==> config.mk <==
export PLATFORM = sky130hd
export DESIGN_NAME = lgu_ctrl
export DESIGN_NICKNAME = d
export VERILOG_FILES = /design/src/sv/lgu_pkg.sv /design/src/sv/lgu_ctrl.sv
export SDC_FILE = /design/constraint.sdc
export NUM_CORES = 1
export LEC_CHECK = 0
export ABC_AREA = 1
export BUFFER_PORTS_ARGS = -buffer_cell sky130_fd_sc_hd__buf_2
export CORE_MARGIN = 3
export CORE_UTILIZATION = 45
export CTS_BUF_LIST = sky130_fd_sc_hd__clkbuf_16
export DETAILED_ROUTE_END_ITERATION = 6
export PLACE_DENSITY = 0.72
export SYNTH_ARGS = -nofsm -noshare
export SYNTH_HDL_FRONTEND = slang
export SYNTH_SLANG_ARGS = --single-unit
==> constraint.sdc <==
create_clock -name clk -period 1.1 [get_ports clk]
set_input_delay 0.165 -clock clk [delete_from_list [all_inputs] [get_ports clk]]
set_output_delay 0.165 -clock clk [all_outputs]
set_load 0.02 [all_outputs]
==> src/sv/lgu_pkg.sv <==
// Package for the loss and gradient unit: payload structs, constants, commands.
// No dependencies.
`default_nettype none
package lgu_pkg;
  localparam int unsigned MAX_BATCH_DEFAULT = 1048576;
  localparam logic signed [31:0] LN_TINY_Q16 = -32'sd1358120;
  localparam logic [31:0] LN2_Q30 = 32'd744261118;
  localparam logic signed [31:0] ONE_Q16 = 32'sd65536;

  typedef struct packed {
    logic               mode;
    logic signed [31:0] prediction;
    logic signed [31:0] label;
    logic               last;
  } lgu_in_t;

  typedef struct packed {
    logic signed [31:0] value;
    logic signed [31:0] average;
    logic               average_valid;
    logic               last_out;
  } lgu_out_t;

  // controller -> datapath
  typedef struct packed {
    logic load;      // capture request, start work
    logic ln_init;   // normalise mantissa
    logic ln_step;   // one squaring
    logic ln_mul;    // ln2 scale
    logic ce_mul;    // y * L
    logic fin;       // produce value
    logic fold;      // add last value to batch sum and count
    logic div_init;
    logic div_step;
    logic emit;      // load output register
  } lgu_cmd_t;

  // datapath -> controller
  typedef struct packed {
    logic need_ln;
    logic ln_done;
    logic is_avg;
    logic div_done;
  } lgu_sts_t;
endpackage
`default_nettype wire

==> src/sv/lgu_ctrl.sv <==
// Controller FSM: sequences ln iteration, multiply, accumulate, divide, output.
// Depends on lgu_pkg.
`default_nettype none
module lgu_ctrl import lgu_pkg::*; (
  input  wire logic     clk,
  input  wire logic     rst_n,
  input  wire logic     in_valid,
  output logic          in_stall,
  output logic          out_valid,
  input  wire logic     out_stall,
  input  wire lgu_sts_t sts,
  output lgu_cmd_t      cmd
);
  typedef enum logic [9:0] {
    S_IDLE = 10'b0000000001, S_LNI = 10'b0000000010, S_LNS = 10'b0000000100,
    S_LNM  = 10'b0000001000, S_CEM = 10'b0000010000, S_FIN = 10'b0000100000,
    S_ACC  = 10'b0001000000, S_DVI = 10'b0010000000, S_DIV = 10'b0100000000,
    S_EMIT = 10'b1000000000
  } st_t;
  st_t st_r, st_nxt;
  logic ov_r, ov_nxt;
  logic out_free;

  assign out_free = !ov_r || !out_stall;
  assign in_stall = (st_r != S_IDLE);
  assign out_valid = ov_r;

  always_comb begin
    st_nxt = st_r;
    cmd = '0;
    ov_nxt = ov_r && out_stall;
    unique case (st_r)
      S_IDLE: if (in_valid) begin cmd.load = 1'b1; st_nxt = S_LNI; end
      S_LNI: begin
        if (sts.need_ln) begin cmd.ln_init = 1'b1; st_nxt = S_LNS; end
        else st_nxt = S_CEM;
      end
      S_LNS: begin cmd.ln_step = 1'b1; if (sts.ln_done) begin
        cmd.ln_step = 1'b0; st_nxt = S_LNM; end end
      S_LNM: begin cmd.ln_mul = 1'b1; st_nxt = S_CEM; end
      S_CEM: begin cmd.ce_mul = 1'b1; st_nxt = S_FIN; end
      S_FIN: begin cmd.fin = 1'b1; st_nxt = sts.is_avg ? S_ACC : S_EMIT; end
      S_ACC: begin cmd.fold = 1'b1; st_nxt = S_DVI; end
      S_DVI: begin cmd.div_init = 1'b1; st_nxt = S_DIV; end
      S_DIV: begin
        if (!sts.div_done) cmd.div_step = 1'b1;
        else st_nxt = S_EMIT;
      end
      S_EMIT: if (out_free) begin cmd.emit = 1'b1; ov_nxt = 1'b1; st_nxt = S_IDLE; end
      default: st_nxt = S_IDLE;
    endcase
  end

  always_ff @(posedge clk) begin
    if (!rst_n) begin
      st_r <= S_IDLE;
      ov_r <= 1'b0;
    end else begin
      st_r <= st_nxt;
      ov_r <= ov_nxt;
    end
  end
endmodule
`default_nettype wire

== After elaboration in Yosys (flattened, before gate mapping) ==
Index checks and enable logic that the tools add are counted.
Word-level totals
  memory bits (read-only): 0
  output and inout bits: 12
  memories: 0
  bits in latches: 0
  flip-flop bits (word level): 11
  logic and storage cells: 46
  input port bits: 8
  bits in writable memories: 0
Operators by class
  reduce and logical (&&, ||, !) cells: 5
  add/sub/neg operators: 0
  shift operators: 0
  bitwise logic cells: 0
  divide/modulo/power cells: 0
  eq/ne operators: 15
  mux-type cells: 24
  magnitude comparators: 0
  multiply operators: 0
Operator list (number)
  one-hot mux 10 bit (10 select lines): 1
  2-to-1 mux 10 bit: 5
  2-to-1 mux 1 bit: 17
  equality test 10 x 1 -> 1 bit (second input constant): 1
  equality test 10 bit (second input constant): 1
  equality test 10 x 2 -> 1 bit (second input constant): 1
  equality test 10 x 3 -> 1 bit (second input constant): 1
  equality test 10 x 4 -> 1 bit (second input constant): 1
  equality test 10 x 5 -> 1 bit (second input constant): 1
  equality test 10 x 6 -> 1 bit (second input constant): 1
  equality test 10 x 7 -> 1 bit (second input constant): 1
  equality test 10 x 8 -> 1 bit (second input constant): 1
  equality test 10 x 9 -> 1 bit (second input constant): 1
  != test 10 x 1 -> 1 bit (second input constant): 1
  != test 2 bit (second input constant): 4
  2-to-1 mux 5 bit: 1
  AND reduction 4 bit: 1
  logical NOT 1 bit: 2
  logical AND 1 bit: 1
  logical OR 1 bit: 1

== Logic depth before layout (Yosys ltp) ==
Gate-level depths: netlist of the first run.
  depth after elaboration: 4
  gate-level depth with buffers: 10
  gate-level depth less buffers: 10

== Worst setup path before layout of the first run ==
Ideal clock, no wire load.
  kind: reg2out
  start: register st_r[4]
  end: output cmd[9] in the netlist's numbering
  setup slack: -0.260 ns
  required time: 0.935 ns
  buffers on the path: 0
  arrival: 1.195 ns
  cell stages (with the launch flop): 6
  path through: dfxtp_1 nor2_2 nand2_4 nor2_4 nand2_1 nor2_1
RTL lines
  start: declaration: RTL line lgu_ctrl.sv:20  | st_t st_r, st_nxt;
  start signal: assignment: RTL line lgu_ctrl.sv:59  | st_r <= st_nxt;
  end: declaration: RTL line lgu_ctrl.sv:12  | output lgu_cmd_t cmd

==> results of run 1 <==
[cell usage in the layout, fill, tap and decap left out, types with 2 or more instances in the layout]
| cell type | count |
|---|---|
| nor2_1 | 13 |
| dfxtp_2 | 8 |
| inv_2 | 6 |
| dfxtp_1 | 2 |
| buf_2 | 8 |
| nand2_2 | 7 |
| nand2_1 | 18 |
| inv_1 | 28 |
| nand4_1 | 3 |
| nand3_4 | 2 |
| buf_4 | 23 |
| nand3_2 | 2 |
| nor2_4 | 15 |
| buf_6 | 10 |
| nand3_1 | 5 |
| nand2_4 | 5 |
| clkbuf_16 | 3 |
[sequential cells by signal (all words and copies together), names as in the netlist]
name	flops
st_r	10
out_valid	1
[per-layer routing]
| metal | share of wire | up-vias | routed length (um) |
|---|---|---|---|
| li1 | - | 445 | - |
| met4 | 0.029 | 0 | 74 |
| met5 | 0 | - | 0 |
| met1 | 0.40 | 423 | 1010 |
| met3 | 0.054 | 9 | 137 |
| met2 | 0.52 | 35 | 1310 |
[stage by stage]
stage / util / TNS [ns]
floorplan: - / -0.625
global placement: 0.651 / -2.56
detailed placement: 0.651 / -2.72
CTS: 0.791 / -6.26
global route: 0.841 / -8.17
finish: 0.841 / -6.84
[cell type report]
type / count / area [um^2] / area share
Inverter: 33 / 124 / 0.0945
Multi-Input combinational cell: 77 / 529 / 0.404
Tap cell: 16 / 20.0 / 0.0153
Clock buffer: 3 / 75.1 / 0.0573
Timing Repair Buffer: 41 / 325 / 0.248
Sequential cell: 11 / 234 / 0.178
Clock inverter: 1 / 3.75 / 0.00286
[worst min path at each step]
stage | start | end
4_1_cts | sts[1] | st_r[6]
3_5_place_dp | sts[1] | st_r[6]
5_1_grt | sts[1] | st_r[6]
3_3_place_gp | sts[1] | st_r[6]
6_report | sts[1] | st_r[6]
2_1_floorplan | sts[1] | st_r[6]
[cell families after synthesis]
logic type             Yosys count  share of synthesized area
buffers and inverters           34                      0.169
flip-flops                      11                      0.288
AND/OR/NAND/NOR                 72                      0.517
AO/OA/AOI/OAI                    4                     0.0262
[what timing repair did]
action,CTS,global route
buffers inserted,7,4
hold endpoints to repair,0,0
cloned,0,1
pin swaps,11,13
gates resized for setup,37,15
endpoints found under the setup margin,22,22
[where the power goes]
| group | internal, uW | total [uW] | switching, uW | leakage [uW] |
|---|---|---|---|---|
| clock | 478 | 670 | 191 | 0.0000423 |
| combinational | 808 | 1840 | 1030 | 0.000627 |
| sequential | 492 | 580 | 88.8 | 0.0000932 |
| total | 1780 | 3090 | 1310 | 0.000763 |
[worst max-delay path, cell delays in order, from the launching register on]
cell and delay (ns):
dfxtp_2 0.34, nor2_4 0.15, nand2_4 0.09, nor2_4 0.21, nand2_4 0.09, nor2_4 0.12
buf_6 0.13
==> out/results.txt, run 1 <==
Status: finished, violations left
Failing checks: negative setup slack
Final cell count without fillers: 182
I/O pin cnt: 20
Drt drc: 0
Worst IR Drop VDD: 0.00126 V
Top Usage Layer GRT: met2
Initial Util: 0.490
Placeable Area: 1560 um^2
Worst hold path class: input port to flip-flop
WS Path Type: flip-flop to output pin
Vias in the first global route: 750
Diode count: 0
First-pass GRT wire length: 3.53 mm
Avg Cell Area, Syn: 6.32 um^2
Most frequently used cell type in the post-synthesis netlist: inv_1
Clk buf depth: 2
Remaining antenna violation count: 0
Reg2reg setup slack: -0.34 ns
Final nets: 175
Reg-to-reg endpoint: st_r[0]
Layout cell share with drive strength beyond 1: 0.560
Worst setup path startpoint: st_r[9]
Worst Skew: 0.00271 ns
Post-Syn Instances: 121
RSZ-0062 raised after global routing: true
Design area: 1310 um^2
Root Driver: clkbuf_16
Slew HR: 0.815
Seq cells post-synth: 11
DIE AREA: 2230 um^2
Met2 Usage GRT: 0.398
Netlist cell types: 18
TritonCTS buffer count: 3
Vias/cell: 5.01
R2r startpoint: st_r[9]
Hold depth: 3
H-tree levels: 1
Power, Total: 3090 uW
Leak: 0.000763 uW
Port-buffer cells: 19
P&R area growth vs syn: 71.5%
Final setup margin: -0.438 ns
Pin count of the biggest net entering global routing: 11
Clock Latency Late Sink: 0.24 ns
Hold buffer count at cts: 0
Routability cong.: 0.782
CTS tree: yes
Worst endpoint data arrival time: 1.37 ns
F_max: 650 MHz
Routed vias: 912
Clock sink count: 11
Worst Path Max Fanout: 4
Fill cell count: 87
Cell Rows: 14
Total Routing Usage GR: 0.232
Post-synth top cells: 32 x inv_1, 25 x nand2_1, 18 x nor2_1, 11 x dfxtp_1, 8 x nor2_4
Reg clk slew, reported paths: 0.04 ns
Detailed Place HPWL: 1.40 mm
Main synth FF type: dfxtp_1
Synth area leaders: dfxtp_1 29%, inv_1 16%, nand2_1 12%
Overflow after GRT: 0
Total Wirelength: 2.53 mm
Sequential fraction of the synthesis area: 0.288
Placed insts: 168
Met3 usage in global routing: 0.0460
Final hold viol count: 0
Routing usage on met1: 0.286
EDFF count, synth: 0
Minimum clock period: 1.54 ns
CP endpoint kind: output pin
Total nets after synthesis: 129
DP Worst Slack: -0.209 ns
CP Capture Point: cmd[8]
Hold WS: 0.152 ns
Post-Synthesis Cell Area: 764 um^2
Share of the synthesized area in the top cell type: 0.288
Startpoint types: flip-flop
Pwr per Cell Area: 2360 nW/um^2
Area leader, netlist: dfxtp_1
Detailed Route Iter0 Violations: 23
DIE WIDTH: 47.2 um
Wirelength per Cell: 13.9 um
Part of the cycle the worst path needs: 1.40
Async S/R FF share, synth: 0
WP data required: 0.94 ns
Worst R2R Path Depth: 11
Max_cap viols: 0
1st-pass router iterations: 4
Slew of the pin with the lowest slew margin: 0.276 ns
Die H: 47.2 um
Area after DPL: 1010 um^2
Finish-stage setup viols: 22
Pins Over Slew Limit: 0
Yosys Warn Count: 0
Initial antenna violation count: 0
Note: power is estimated with default switching activity, not from simulation.
==> inputs of run 2 (changes only) <==
CTS_CLUSTER_SIZE = 16   (was default)
SETUP_SLACK_MARGIN = 0.1   (was default)
==> out/results.txt, run 2 (synthesis results as in run 1) <==
Die H: 47.2 um
Port-buffer cells: 19
Max_cap viols: 0
Setup_tns: -7.14 ns
Status: finished, violations left
Highest-count cells in the layout ignoring fill and taps: 27 x buf_4, 22 x inv_1, 15 x nor2_4, 15 x nand2_1
DIE AREA: 2230 um^2
Routability cong.: 0.834
Total Routing Usage GR: 0.275
Layout cell share with drive strength beyond 1: 0.645
Hold depth: 3
Wirelength per Cell: 15.7 um
Worst R2R Path Depth: 9
Clock Latency Late Sink: 0.24 ns
Vias/cell: 5.29
Power, Total: 3290 uW
Leak: 0.000795 uW
DIE WIDTH: 47.2 um
Max reg flops: 10
Final nets: 181
H-tree levels: 1
P&R area growth vs syn: 80.9%
Worst setup path startpoint: st_r[0]
F_max: 662 MHz
Worst endpoint data arrival time: 1.35 ns
Minimum clock period: 1.51 ns
CP endpoint kind: output pin
Finish-stage setup viols: 22
Worst Skew: 0.00209 ns
Fill cell count: 76
Failing checks: negative setup slack
1st-pass router iterations: 4
Routed vias: 995
Initial antenna violation count: 0
R2r startpoint: st_r[0]
Startpoint types: flip-flop
Part of the cycle the worst path needs: 1.37
WS Path Type: flip-flop to output pin
Most common cell after layout, fill and taps aside: buf_4
Reg clk slew, reported paths: 0.04 ns
Met3 usage in global routing: 0.0651
TritonCTS buffer count: 3
Reg with most FFs: st_r
Worst hold path class: input port to flip-flop
Worst IR Drop VDD: 0.00151 V
Slew of the pin with the lowest slew margin: 0.345 ns
Final hold viol count: 0
Total Wirelength: 2.95 mm
CP Capture Point: cmd[1]
Final setup margin: -0.411 ns
Top Usage Layer GRT: met2
Placeable Area: 1560 um^2
Routing usage on met1: 0.310
Root Driver: clkbuf_16
Area after DPL: 1050 um^2
RSZ-0062 raised after global routing: true
I/O pin cnt: 20
Cell Rows: 14
WP data required: 0.94 ns
Placed insts: 171
Pin count of the biggest net entering global routing: 11
Detailed Route Iter0 Violations: 27
Drt drc: 0
Detailed Place HPWL: 1.46 mm
Hold buffer count at cts: 0
Reg-to-reg endpoint: st_r[8]
Reg2reg setup slack: -0.40 ns
Met2 Usage GRT: 0.491
First-pass GRT wire length: 4.15 mm
Overflow after GRT: 0
Worst Path Max Fanout: 4
Final cell count without fillers: 188
Initial Util: 0.490
CTS tree: yes
Pins Over Slew Limit: 0
Diode count: 0
Vias in the first global route: 914
Remaining antenna violation count: 0
Clk buf depth: 2
Clock sink count: 11
Slew HR: 0.769
Pwr per Cell Area: 2380 nW/um^2
Design area: 1380 um^2
run 2: cell count changes in the layout (fill, tap and decap cells not counted), moves of 2 or more:
cell     before  now
inv_2         6   12
nand3_2       2    6
nand3_1       5    2
nand2_2       7    9
inv_1        28   22
buf_4        23   27
nand2_1      18   15
buf_6        10   12
run 2: worst min-delay path by stage:
stage	slack (ns)	startpoint	endpoint
floorplan	0.29	sts[1]	st_r[6]
global placement	0.41	sts[1]	st_r[6]
detailed placement	0.42	sts[1]	st_r[6]
CTS	0.16	sts[1]	st_r[6]
global route	0.17	sts[1]	st_r[6]
finish	0.17	sts[1]	st_r[6]
run 2: report_power, final:
part	internal [uW]	switching, uW
Sequential	483	86.6
Clock	479	197
Combinational	897	1140
Total	1860	1430
run 2: repair_timing:
action                     4_1_cts  5_1_grt
setup buffers                    9        5
setup endpoints to repair       22       22
gates resized for setup         33       17
pin swaps                       16       12
run 2: per-layer routing:
metal	vias up	wire length, um
met4	0	99
li1	460	-
met5	-	0
met1	467	1120
met3	15	243
met2	53	1480
run 2: cell type report:
cell class	instances	area, um^2	share of cell area
multi-input cells	76	547	0.395
clock inverters	1	3.75	0.00271
well taps	16	20.0	0.0145
clock buffers	3	75.1	0.0543
flip-flops and latches	11	230	0.167
repair buffers	48	383	0.277
inverters	33	124	0.0896
run 2: per-stage QoR:
step,hold slack (ns),utilization,worst slack [ns]
after detailed placement,0.415,0.674,-0.222
final,0.169,0.887,-0.411
after global placement,0.409,0.674,-0.202
after floorplan,0.286,-,-0.0907
after global routing,0.170,0.887,-0.482
after CTS,0.158,0.826,-0.353
run 2: critical path, stage by stage (launching register included):
cell and delay, ns:
dfxtp_2 0.34, nor2_4 0.16, nand2_4 0.12, nor2_4 0.18, nand3_2 0.12, inv_2 0.07, buf_6 0.11
==> inputs of run 3 (changes only) <==
ABC_AREA = default   (was 1)
CORE_UTILIZATION = 40   (was 45)
PLACE_DENSITY = 0.67   (was 0.72)
==> out/results.txt, run 3 <==
Clk buf depth: 2
Last stage: global routing (5_1_grt)
Initial antenna violation count: 0
Die H: 46.8 um
Total nets after synthesis: 88
Seq cells post-synth: 11
Cell Rows: 14
Tool error: [ERROR DPL-0033] detailed placement checks failed during check placement.
Yosys Warn Count: 0
Routability cong.: 0.821
Detailed Place HPWL: 1.57 mm
Root Driver: clkbuf_16
Main synth FF type: dfxtp_1
Clock sink count: 11
Avg Cell Area, Syn: 8.30 um^2
EDFF count, synth: 0
Pin count of the biggest net entering global routing: 9
Async S/R FF share, synth: 0
Status: did not finish
Most frequently used cell type in the post-synthesis netlist: dfxtp_1
Port-buffer cells: 19
TritonCTS buffer count: 3
Initial Util: 0.431
Area leader, netlist: dfxtp_1
Netlist cell types: 31
I/O pin cnt: 20
Post-synth top cells: 11 x dfxtp_1, 7 x nor2_1, 6 x and3_1, 5 x nor3_1
Worst endpoint from the post-global-route timing repair: cmd[0]
Share of the synthesized area in the top cell type: 0.331
Placed insts: 136
Worst_ep kind: output port
DIE WIDTH: 46.8 um
Post-Synthesis Cell Area: 664 um^2
Area after DPL: 1040 um^2
Post-Syn Instances: 80
Synth area leaders: dfxtp_1 33%, and3_1 5.6%, nor3b_1 4.5%
H-tree levels: 1
Sequential fraction of the synthesis area: 0.331
run 3: changes by cell type after synthesis, moves of 5 or more:
cell and change:
and3_1 +5, nand2_1 -21, nor2_1 -11, inv_1 -28
nor2_4 -8
run 3: what timing repair did:
| item | 4_1_cts |
|---|---|
| pin swaps | 20 |
| setup buffers | 16 |
| hold buffers | 0 |
| hold endpoints to repair | 0 |
| resized for setup | 42 |
| setup endpoints to repair | 22 |
run 3: logic make-up after synthesis:
kind of cell / share of synthesized area
xor gates and xnor gates: 0.0264
buffers and inverters: 0.0621
DFF: 0.331
adders and majority gates: 0.0169
and+or+nand+nor: 0.407
AOI/OAI and AO/OA: 0.156
run 3: stage by stage:
step	hold slack [ns]	TNS, ns	utilization	setup WS (ns)
after global placement	0.414	-8.46	0.674	-0.555
after floorplan	0.283	-8.19	-	-0.559
after CTS	0.177	-11.65	0.896	-0.814
after detailed placement	0.420	-8.58	0.674	-0.584
==> inputs of run 4 (changes only) <==
CORE_AREA = 3 3 64 66   (was default)
CORE_MARGIN = default   (was 3)
CORE_UTILIZATION = default   (was 40)
CTS_BUF_LIST = default   (was sky130_fd_sc_hd__clkbuf_16)
CTS_CLUSTER_SIZE = default   (was 16)
DIE_AREA = 0 0 67 69   (was default)
PLACE_DENSITY = default   (was 0.67)
PLACE_DENSITY_LB_ADDON = 0.15   (was default)
SETUP_SLACK_MARGIN = default   (was 0.1)
clock period = 1.43 ns   (was 1.1 ns; I/O delays follow)
==> out/results.txt, run 4 <==
Remaining antenna violation count: 0
Worst Skew: 0.00151 ns
Vias/cell: 4.48
Final cell count without fillers: 182
Clock Latency Late Sink: 0.24 ns
Post-synth top cells: 11 x dfxtp_1, 7 x nor2_1, 6 x and3_1, 5 x nor3_1
DIE WIDTH: 67 um
Hold depth: 2
Total Wirelength: 2.35 mm
Slew of the pin with the lowest slew margin: 0.295 ns
Final nets: 143
Failing checks: negative setup slack
Routability cong.: 0.752
Clock sink count: 11
Hold WS: 0.218 ns
Root Driver: clkbuf_8
Port-buffer cells: 19
P&R area growth vs syn: 105%
Reg clk slew, reported paths: 0.05 ns
Final setup margin: -0.536 ns
Placed insts: 170
H-tree levels: 1
Diode count: 0
Most common cell after layout, fill and taps aside: buf_4
First-pass GRT wire length: 3.87 mm
R2r startpoint: st_r[0]
Final hold viol count: 0
Hold path endpoint: st_r[6]
F_max: 509 MHz
Post-Syn Instances: 80
Max_cap viols: 0
CP endpoint kind: output pin
Async S/R FF share, synth: 0
Drt drc: 0
Share of the synthesized area in the top cell type: 0.331
EDFF count, synth: 0
Most frequently used cell type in the post-synthesis netlist: dfxtp_1
Clk buf depth: 2
WS Path Type: flip-flop to output pin
Max reg flops: 10
Netlist cell types: 31
Placeable Area: 3630 um^2
Worst R2R Path Depth: 4
Slew HR: 0.802
RSZ-0062 raised after global routing: true
Detailed Route Iter0 Violations: 27
I/O pin cnt: 20
TritonCTS buffer count: 3
Avg Cell Area, Syn: 8.30 um^2
Worst IR Drop VDD: 0.000345 V
Finish-stage setup viols: 20
Vias in the first global route: 807
Synth area leaders: dfxtp_1 33%, and3_1 5.6%, nor3b_1 4.5%
Layout cell share with drive strength beyond 1: 0.649
Die H: 69 um
Main synth FF type: dfxtp_1
Part of the cycle the worst path needs: 1.37
Post-Synthesis Cell Area: 664 um^2
Seq cells post-synth: 11
Sequential fraction of the synthesis area: 0.331
WP data required: 1.22 ns
DIE AREA: 4620 um^2
Reg with most FFs: st_r
Initial antenna violation count: 0
Worst hold path class: input port to flip-flop
Pwr per Cell Area: 862 nW/um^2
Cell Rows: 22
Minimum clock period: 1.97 ns
Hold path startpoint: sts[1]
Total Routing Usage GR: 0.110
Reg-to-reg endpoint: st_r[0]
Worst endpoint data arrival time: 1.75 ns
Total nets after synthesis: 88
Status: finished, violations left
Highest-count cells in the layout ignoring fill and taps: 27 x buf_4, 17 x buf_6, 10 x buf_2
Area leader, netlist: dfxtp_1
Routed vias: 816
Pins Over Slew Limit: 0
Worst Path Max Fanout: 3
Yosys Warn Count: 0
Pin count of the biggest net entering global routing: 9
Reg2reg setup slack: -0.24 ns
Detailed Place HPWL: 1.65 mm
1st-pass router iterations: 4
Initial Util: 0.183
Leak: 0.000592 uW
Hold buffer count at cts: 0
Startpoint types: flip-flop
Wirelength per Cell: 12.9 um
Overflow after GRT: 0
CTS tree: yes
## run 4: cell counts after synthesis
Identical to the previous run, type by type.
## run 4: worst max-delay path, stage by stage (launching register included)
cell and delay, ns:
dfxtp_1 0.31, or4_4 0.55, nor4_4 0.19, and3_4 0.22, nor2b_4 0.13, buf_6 0.12
## run 4: per-stage QoR
stage | setup WS, ns | area [um^2] | total power [uW] | TNS (ns) | util
after floorplan | -0.281 | 732 | 563 | -2.33 | -
after global placement | -0.286 | 1060 | 716 | -2.79 | 0.292
after detailed placement | -0.314 | 1060 | 713 | -2.68 | 0.292
after CTS | -0.554 | 1300 | 1160 | -5.10 | 0.359
after global routing | -0.628 | 1360 | 1240 | -6.78 | 0.375
final | -0.536 | 1360 | 1170 | -5.09 | 0.375
## run 4: logic make-up after synthesis
kind of cell / Yosys count / share of synthesized area
xor+xnor: 2 / 0.0264
simple gates: 43 / 0.407
fa+ha+maj: 1 / 0.0169
flops: 11 / 0.331
buf+inv: 8 / 0.0621
compound gates: 15 / 0.156
## run 4: area by class of cell
type,instances,area [um^2]
multi-input cells,61,573
well taps,48,60.1
fillers,373,2270
repair buffers,54,444
flip-flops and latches,11,225
clock buffers,4,45.0
inverters,4,15.0
## run 4: power breakdown
group          internal (uW)  switching (uW)  leakage [uW]  total [uW]
Clock                    196             123     0.0000228         320
Sequential               324            8.68     0.0000910         333
Combinational            274             248      0.000478         522
Total                    794             380      0.000592        1170
## run 4: metal layers
| metal | share of wire | vias to the layer above | global-route usage |
|---|---|---|---|
| met5 | 0 | - | 0 |
| met4 | 0.0090 | 0 | 0.0473 |
| met3 | 0.023 | 2 | 0.0244 |
| met1 | 0.43 | 394 | 0.137 |
| met2 | 0.54 | 14 | 0.178 |
| li1 | - | 406 | - |
## run 4: repair_timing
| action | 4_1_cts | 5_1_grt |
|---|---|---|
| resized for setup | 37 | 10 |
| pin swaps | 19 | 8 |
| endpoints found under the setup margin | 21 | 21 |
| setup buffers | 9 | 2 |
## run 4: worst max path at each step
stage / depth (start not counted) / endpoint / from
6_report: 5 / cmd[0] / st_r[0]
5_1_grt: 5 / cmd[0] / st_r[0]
4_1_cts: 5 / cmd[0] / st_r[0]
3_5_place_dp: 5 / cmd[0] / st_r[0]
3_3_place_gp: 5 / cmd[0] / st_r[0]
2_1_floorplan: 5 / cmd[0] / st_r[0]
